`src/hdl/cse_pkg.sv`:
```
`timescale 1ns / 1ps

package cse_pkg;

    localparam int PAYLOAD_BITS = 64;
    localparam int WORD_BITS    = 64;
    localparam int LEN_BITS     = 7;
    localparam int START_BITS   = 6;
    localparam int FACTOR_BITS  = 32;
    localparam int OFFSET_BITS  = 48;
    localparam int CFG_IDX_BITS = 3;
    localparam int CFG_DATA_BITS = 48;

    localparam logic [WORD_BITS-1:0] PAYLOAD_MASK =
        (PAYLOAD_BITS >= WORD_BITS) ? {WORD_BITS{1'b1}}
                                    : ~({WORD_BITS{1'b1}} << PAYLOAD_BITS);

    localparam logic [CFG_IDX_BITS-1:0] REG_START_BIT      = 3'd0;
    localparam logic [CFG_IDX_BITS-1:0] REG_BIT_LENGTH     = 3'd1;
    localparam logic [CFG_IDX_BITS-1:0] REG_MOTOROLA_ORDER = 3'd2;
    localparam logic [CFG_IDX_BITS-1:0] REG_IS_SIGNED      = 3'd3;
    localparam logic [CFG_IDX_BITS-1:0] REG_SCALE_FACTOR   = 3'd4;
    localparam logic [CFG_IDX_BITS-1:0] REG_SCALE_OFFSET   = 3'd5;

    localparam logic [START_BITS-1:0]  RST_START_BIT    = 6'd0;
    localparam logic [LEN_BITS-1:0]    RST_BIT_LENGTH   = 7'd8;
    localparam logic [FACTOR_BITS-1:0] RST_SCALE_FACTOR = 32'h0001_0000;
    localparam logic [OFFSET_BITS-1:0] RST_SCALE_OFFSET = 48'd0;

    typedef struct packed {
        logic [START_BITS-1:0]  start_bit;
        logic [LEN_BITS-1:0]    bit_length;
        logic                   motorola_order;
        logic                   is_signed;
        logic [FACTOR_BITS-1:0] scale_factor;
        logic [OFFSET_BITS-1:0] scale_offset;
    } cfg_t;

endpackage

```
`src/hdl/cse_extract.sv`:
```
`timescale 1ns / 1ps

module cse_extract
(
    input  logic                            clk,
    input  logic                            en,
    input  cse_pkg::cfg_t                   cfg,
    input  logic [cse_pkg::WORD_BITS-1:0]   payload,
    output logic [cse_pkg::WORD_BITS-1:0]   raw
);

    logic [cse_pkg::WORD_BITS-1:0] pay_reg;
    logic [cse_pkg::WORD_BITS-1:0] win_reg;
    logic [cse_pkg::WORD_BITS-1:0] win_next;
    logic [cse_pkg::WORD_BITS-1:0] raw_reg;
    logic [cse_pkg::WORD_BITS-1:0] raw_next;
    logic [cse_pkg::LEN_BITS-1:0]  len;
    logic [cse_pkg::LEN_BITS-1:0]  rshift;
    logic [cse_pkg::WORD_BITS-1:0] len_mask;
    logic [cse_pkg::WORD_BITS-1:0] rev;
    logic [cse_pkg::WORD_BITS-1:0] ordered;
    logic                          top_bit;

    // clamp length to one word
    always_comb
    begin
        if (cfg.bit_length > cse_pkg::LEN_BITS'(cse_pkg::WORD_BITS))
        begin
            len = cse_pkg::LEN_BITS'(cse_pkg::WORD_BITS);
        end
        else
        begin
            len = cfg.bit_length;
        end
        len_mask = ~({cse_pkg::WORD_BITS{1'b1}} << len);
        rshift   = cse_pkg::LEN_BITS'(cse_pkg::WORD_BITS) - len;
    end

    // window of len bits starting at start_bit
    assign win_next = ((pay_reg & cse_pkg::PAYLOAD_MASK) >> cfg.start_bit) & len_mask;

    // motorola: first gathered bit becomes msb
    always_comb
    begin
        for (int i = 0; i < cse_pkg::WORD_BITS; i++)
        begin
            rev[i] = win_reg[cse_pkg::WORD_BITS-1-i];
        end
        if (cfg.motorola_order)
        begin
            ordered = rev >> rshift;
        end
        else
        begin
            ordered = win_reg;
        end
        top_bit = |(ordered & ~(len_mask >> 1) & len_mask);
        if (cfg.is_signed && top_bit && (len != cse_pkg::LEN_BITS'(cse_pkg::WORD_BITS)))
        begin
            raw_next = ordered | ~len_mask;
        end
        else
        begin
            raw_next = ordered;
        end
    end

    always_ff @(posedge clk)
    begin
        if (en)
        begin
            pay_reg <= payload;
            win_reg <= win_next;
            raw_reg <= raw_next;
        end
    end

    assign raw = raw_reg;

endmodule

```
`config.mk`:
```
export PLATFORM = sky130hd
export DESIGN_NAME = cse_extract
export DESIGN_NICKNAME = d
export VERILOG_FILES = /design/src/hdl/cse_pkg.sv /design/src/hdl/cse_extract.sv
export SDC_FILE = /design/constraint.sdc
export NUM_CORES = 1
export LEC_CHECK = 0
export BUFFER_PORTS_ARGS = -buffer_cell sky130_fd_sc_hd__buf_2
export CORE_MARGIN = 2
export CORE_UTILIZATION = 27
export CTS_CLUSTER_SIZE = 40
export DETAILED_ROUTE_END_ITERATION = 16
export PLACE_DENSITY_LB_ADDON = 0.08
export SETUP_SLACK_MARGIN = 0.05
export SLEW_MARGIN = 20
export SYNTH_ARGS = -nofsm -noshare
export SYNTH_HDL_FRONTEND = slang
export SYNTH_SLANG_ARGS = --single-unit
```
`constraint.sdc`:
```
create_clock -name clk -period 12.9 [get_ports clk]
set_clock_uncertainty 0.05 [all_clocks]
set_input_delay 1.29 -clock clk [delete_from_list [all_inputs] [get_ports clk]]
set_output_delay 1.29 -clock clk [all_outputs]
set_load 0.05 [all_outputs]
```
---- Word level (Yosys, flattened, before mapping) ----
Cells that the tools add are included.
cells by class
  add/subtract/negate cells ............... 1
  order comparisons ....................... 1
  eq/ne operators ......................... 1
  shift-type cells ........................ 3
  muxes and demuxes ....................... 3
  bitwise logic cells ..................... 7
  reduce and logical (&&, ||, !) cells .... 3
operators by type and width
  kind                                               count
  AND 64 bit                                         3
  2-to-1 mux 64 bit                                  2
  inverter 64 bit                                    2
  inverter 63 -> 64 bit                              1
  bitwise OR 64 bit                                  1
  OR reduction 64 bit                                1
  << shifter 64 x 7 -> 64 bit, first input constant  1
  right shift 64 x 6 -> 64 bit                       1
  right shift 64 x 7 -> 64 bit                       1
  > comparator 7 bit, second input constant          1
  2-to-1 mux 7 bit                                   1
  != test 7 bit, second input constant               1
  subtractor 7 bit, first input constant             1
  logical AND 1 bit                                  2
storage, ports and cells
  bits in registers ....................... 192
  input port bits ......................... 161
  output and inout port bits .............. 64
  logic and storage cells ................. 22

---- Logic depth before layout (Yosys ltp) ----
  depth after elaboration ................. 11
  mapped depth ............................ 28

---- Least setup slack after synthesis ----
No wires, ideal clock.
  kind .................................... input -> register
  start ................................... in cfg[82] in the netlist's numbering
  end ..................................... reg raw_reg, in the netlist raw[2], data pin
  library setup time ...................... 0.270 ns
  arrival ................................. 6.237 ns
  data required time ...................... 12.580 ns
  slack ................................... 6.343 ns
  cell stages on the path ................. 26
  cell sequence ........................... buf_4 nor2b_1 buf_4 clkinv_4 buf_4 buf_2 buf_2 ha_1 buf_2 inv_1 ha_1 buf_6 buf_6 buf_6 buf_6 mux2_1 mux4_2 a21oi_1 nor3_1 or4_1 nor4_1 nand4_1 and4bb_1 buf_6 buf_6 o211ai_1
on the way
  cells in the longest elaborated chain, start to end .. 11
ends and longest elaborated chain
  item                                                             RTL line                              text
  from (decl)                                                      cse_extract.sv:7                      input cse_pkg::cfg_t cfg,
  > comparator 7 bit                                               cse_extract.sv:27                     if (cfg.bit_length > cse_pkg::LEN_BITS'(cse_pkg::WORD_BITS))
  2-to-1 mux 7 bit *                                               cse_extract.sv:27
  subtractor 7 bit or << shifter 64 x 7 -> 64 bit (tied branches)  cse_extract.sv:36, cse_extract.sv:35
  right shift 64 x 7 -> 64 bit or inverter 64 bit (tied branches)  cse_extract.sv:51, cse_extract.sv:35
  2-to-1 mux 64 bit or inverter 63 -> 64 bit (tied branches)       cse_extract.sv:49, cse_extract.sv:57
  AND 64 bit (2 in a row)                                          cse_extract.sv:57                     top_bit = |(ordered & ~(len_mask >> 1) & len_mask);
  OR reduction 64 bit                                              cse_extract.sv:57
  logical AND 1 bit (2 in a row)                                   cse_extract.sv:58                     if (cfg.is_signed && top_bit && (len != cse_pkg::LEN_BITS'(cse_pkg::WORD_BITS)))
  2-to-1 mux 64 bit *                                              cse_extract.sv:58
  named net raw_next (one bit)                                     cse_extract.sv:16                     logic [cse_pkg::WORD_BITS-1:0] raw_next;
  to (signal assigned)                                             cse_extract.sv:74                     raw_reg <= raw_next;
  to (decl)                                                        cse_extract.sv:15                     logic [cse_pkg::WORD_BITS-1:0] raw_reg;
Mark *: on every way through the listed nets, which the timed path passes. The rest lies on a longest branch.
A chain may end at the register's enable or synchronous reset.

---- Worst setup path after layout ----
  start ................................... in cfg[88] in the netlist's numbering
  end ..................................... reg raw_reg, in the netlist raw[2], data pin
The elaborated chain is that of the path after synthesis.

==> results.json <==
{
  "number_of_instances_in_the_synthesized_netlist": 1864,
  "postSynth.asyncResetShare": 0,
  "fp.dieArea_um2": 67100,
  "met2_length_um": 47000,
  "worst-r2r-cell-count": 10,
  "wl_met1_um": 38800,
  "setup_violations": 0,
  "synthMostInstantiatedCell": "nand2_1",
  "number_of_hold_repair_buffers_added_at_the_cts_stage": 0,
  "post_cts_resize_count": 0,
  "mean_number_of_vias_per_cell": 6.11,
  "drtAntennaViolNets": 0,
  "startpoint_type": "primary input",
  "status": "finished clean",
  "finalHoldViolCount": 0,
  "mappedNetlistNets": 2029,
  "worst_ep_required_time_ps": 13030,
  "final.hold.worst_slack_ps": 724,
  "totalNegativeSetupSlack_ps": 0,
  "finalCritPeriodShare": 0.699,
  "synthDominantCellAreaShare": 0.328,
  "detailedRoute.firstIterationViolations": 1579,
  "synth-edff-count": 192,
  "globalRouteTotalUtil": 0.289,
  "initial_standard_cell_utilization_of_the_core": 0.273,
  "cts-root-buf": "clkbuf_16",
  "hold-path-cell-count": 2,
  "tritoncts": "built",
  "largest_fanout_on_the_critical_path": 43,
  "final.setup.worst_slack_ps": 3890,
  "period_minus_slack_ps": 9010,
  "clkTransAtPathRegs_ps": 80,
  "post-place-cells": 2745,
  "netlist.top_cell.by_area": "edfxtp_1",
  "number_of_warnings_issued_by_yosys": 0,
  "overflow": 0,
  "std_cell_rows": 93,
  "ys_ff_latch": 192,
  "hold_path.class": "reg2reg",
  "highest-signal-layer": "met5",
  "gp_congestion": 0.993,
  "nets": 2074,
  "power.ir.vdd_worst_v": 0.000111,
  "post_synth_instance_area_um2": 17600,
  "netlist_top_cells_count": "nand2_1, edfxtp_1, nor2_1, mux2i_1, clkbuf_1",
  "yosysSeqAreaShare": 0.328,
  "number_of_global_route_vias_before_repair": 17000,
  "coreArea_um2": 64300,
  "drt_first_pass_iters": 5,
  "post-dp-hpwl_um": 77300,
  "wl_met3_um": 5880,
  "drive_gt1_frac": 0.225,
  "finish.utilization": 0.305,
  "max_clock_freq_ghz": 0.111,
  "clock_tree.buffer_depth": 2,
  "tritoncts.num_buffers": 17,
  "routed_via_count": 17000,
  "yosysUniqueCellTypes": 86,
  "place_worst_setup_slack_ps": 3530,
  "instances_no_fill": 2782,
  "synth.top_cells.by_area": "edfxtp_1, mux4_2, mux2i_1, nand2_1, mux2_2",
  "maxCapViolCount": 0,
  "worst_ep_arrival_time_ps": 9140,
  "grt_pass1_wl_um": 135000,
  "placement.io_buffers": 144,
  "endpoint_class_of_the_critical_path": "flip-flop",
  "power_per_cell_area_nw_per_um2": 119,
  "initial_antenna_violation_count": 5,
  "die_x_um": 259,
  "total_leakage_power_uw": 0.00708,
  "io_pins": 225,
  "rsz0062_at_grt": "false",
  "worst-setup-path-type": "in2reg",
  "syn-mean-instance-area_um2": 9.43,
  "post_route_drc": 0,
  "htree_levels": 4,
  "signed_area_change_from_the_synthesized_netlist_to_the_final_layout_pct": 11.8,
  "wirelength_um": 98100,
  "post-cts-setup-buffer-count": 0,
  "max_slew_margin": 0.216,
  "insertion_delay_ps": 490,
  "report.final.slew_viol_count": 0,
  "route.detailed.wl_per_inst_um": 35.3,
  "cts_num_sinks": 192,
  "prevailing_post_synth_register_cell": "edfxtp_1",
  "grt_start_max_net_pins": 82,
  "worst-slew-pin-transition_ps": 1180,
  "die_h_um": 259
}
## per-stage QoR
step	instance area [um2]	total power [uW]
floorplan	17600	1410
global placement	19100	1810
detailed placement	19100	1810
CTS	19600	2340
global route	19600	2430
finish	19600	2350
## routing by layer
metal | track usage | vias up
li1 | - | 7373
met1 | 0.349 | 8603
met2 | 0.483 | 798
met3 | 0.0513 | 210
met4 | 0.169 | 4
met5 | 0 | -
## layout make-up
| type | count | area, um2 |
|---|---|---|
| repair buffers | 206 | 1200 |
| multi-input cells | 1472 | 11000 |
| clock inverters | 14 | 141 |
| well taps | 855 | 1070 |
| diodes | 5 | 12.5 |
| flip-flops and latches | 192 | 5770 |
| inverters | 20 | 80.1 |
| clock buffers | 18 | 429 |
| fillers | 6846 | 44700 |
## cells in the final DEF, fill, tap and decap left out, types with 7 or more instances in the layout
cell type / count
nand4_1: 17
a22oi_1: 19
a32oi_1: 13
buf_4: 63
mux2_2: 71
buf_2: 142
o31ai_1: 31
nor2b_1: 20
o22a_1: 8
clkbuf_16: 17
a31oi_1: 13
or2_2: 8
mux2i_1: 144
nor2_1: 168
mux4_2: 86
nand2_1: 217
o21ai_1: 26
edfxtp_1: 192
or4_1: 7
inv_1: 13
nand2b_1: 12
o21bai_1: 8
o22ai_1: 18
nor3_1: 67
a311oi_1: 8
and3_1: 9
and2_1: 21
nand3_1: 68
o21ai_0: 64
nor4_1: 15
a21oi_1: 93
mux2_1: 9
a211oi_1: 33
a221oi_1: 16
o211ai_1: 21
or3_1: 12
## power by group
part	switching, uW	leakage (uW)	internal [uW]
Sequential	76.3	0.00194	759
Clock	270	0.000272	257
Combinational	680	0.00487	303
Total	1030	0.00708	1320
## worst max-delay path, stage by stage
cell and delay (ps):
buf_2 270, clkinv_1 490, nand2_1 320, ha_2 430, inv_1 200, ha_4 690
buf_4 620, mux2i_1 420, mux4_2 350, inv_1 140, mux4_2 610, a41o_1 270
or4_1 510, nor4_1 500, nand4_1 160, and4bb_2 1060, buf_4 470, o211ai_1 230
## logic make-up (layout without fill, tap and decap cells)
logic type	Yosys count	after routing	synth area share
AOI/OAI and AO/OA	476	476	0.189
adders and majority gates	4	4	0.00285
buffers and inverters	200	258	0.0521
other	0	5	0
and+or+nand+nor	681	681	0.183
DFF	192	192	0.328
muxes	311	311	0.244
## final timing paths
| path | start | end | slack, ps |
|---|---|---|---|
| min reg2reg | win_reg[61]$_DFFE_PP_ | raw[61]$_DFFE_PP_ | 720 |
| max | cfg[88] | raw[2]$_DFFE_PP_ | 3890 |
| max reg2reg | win_reg[0]$_DFFE_PP_ | raw[2]$_DFFE_PP_ | 7150 |
| min | win_reg[61]$_DFFE_PP_ | raw[61]$_DFFE_PP_ | 720 |
Note: power is estimated with default switching activity, not from simulation.
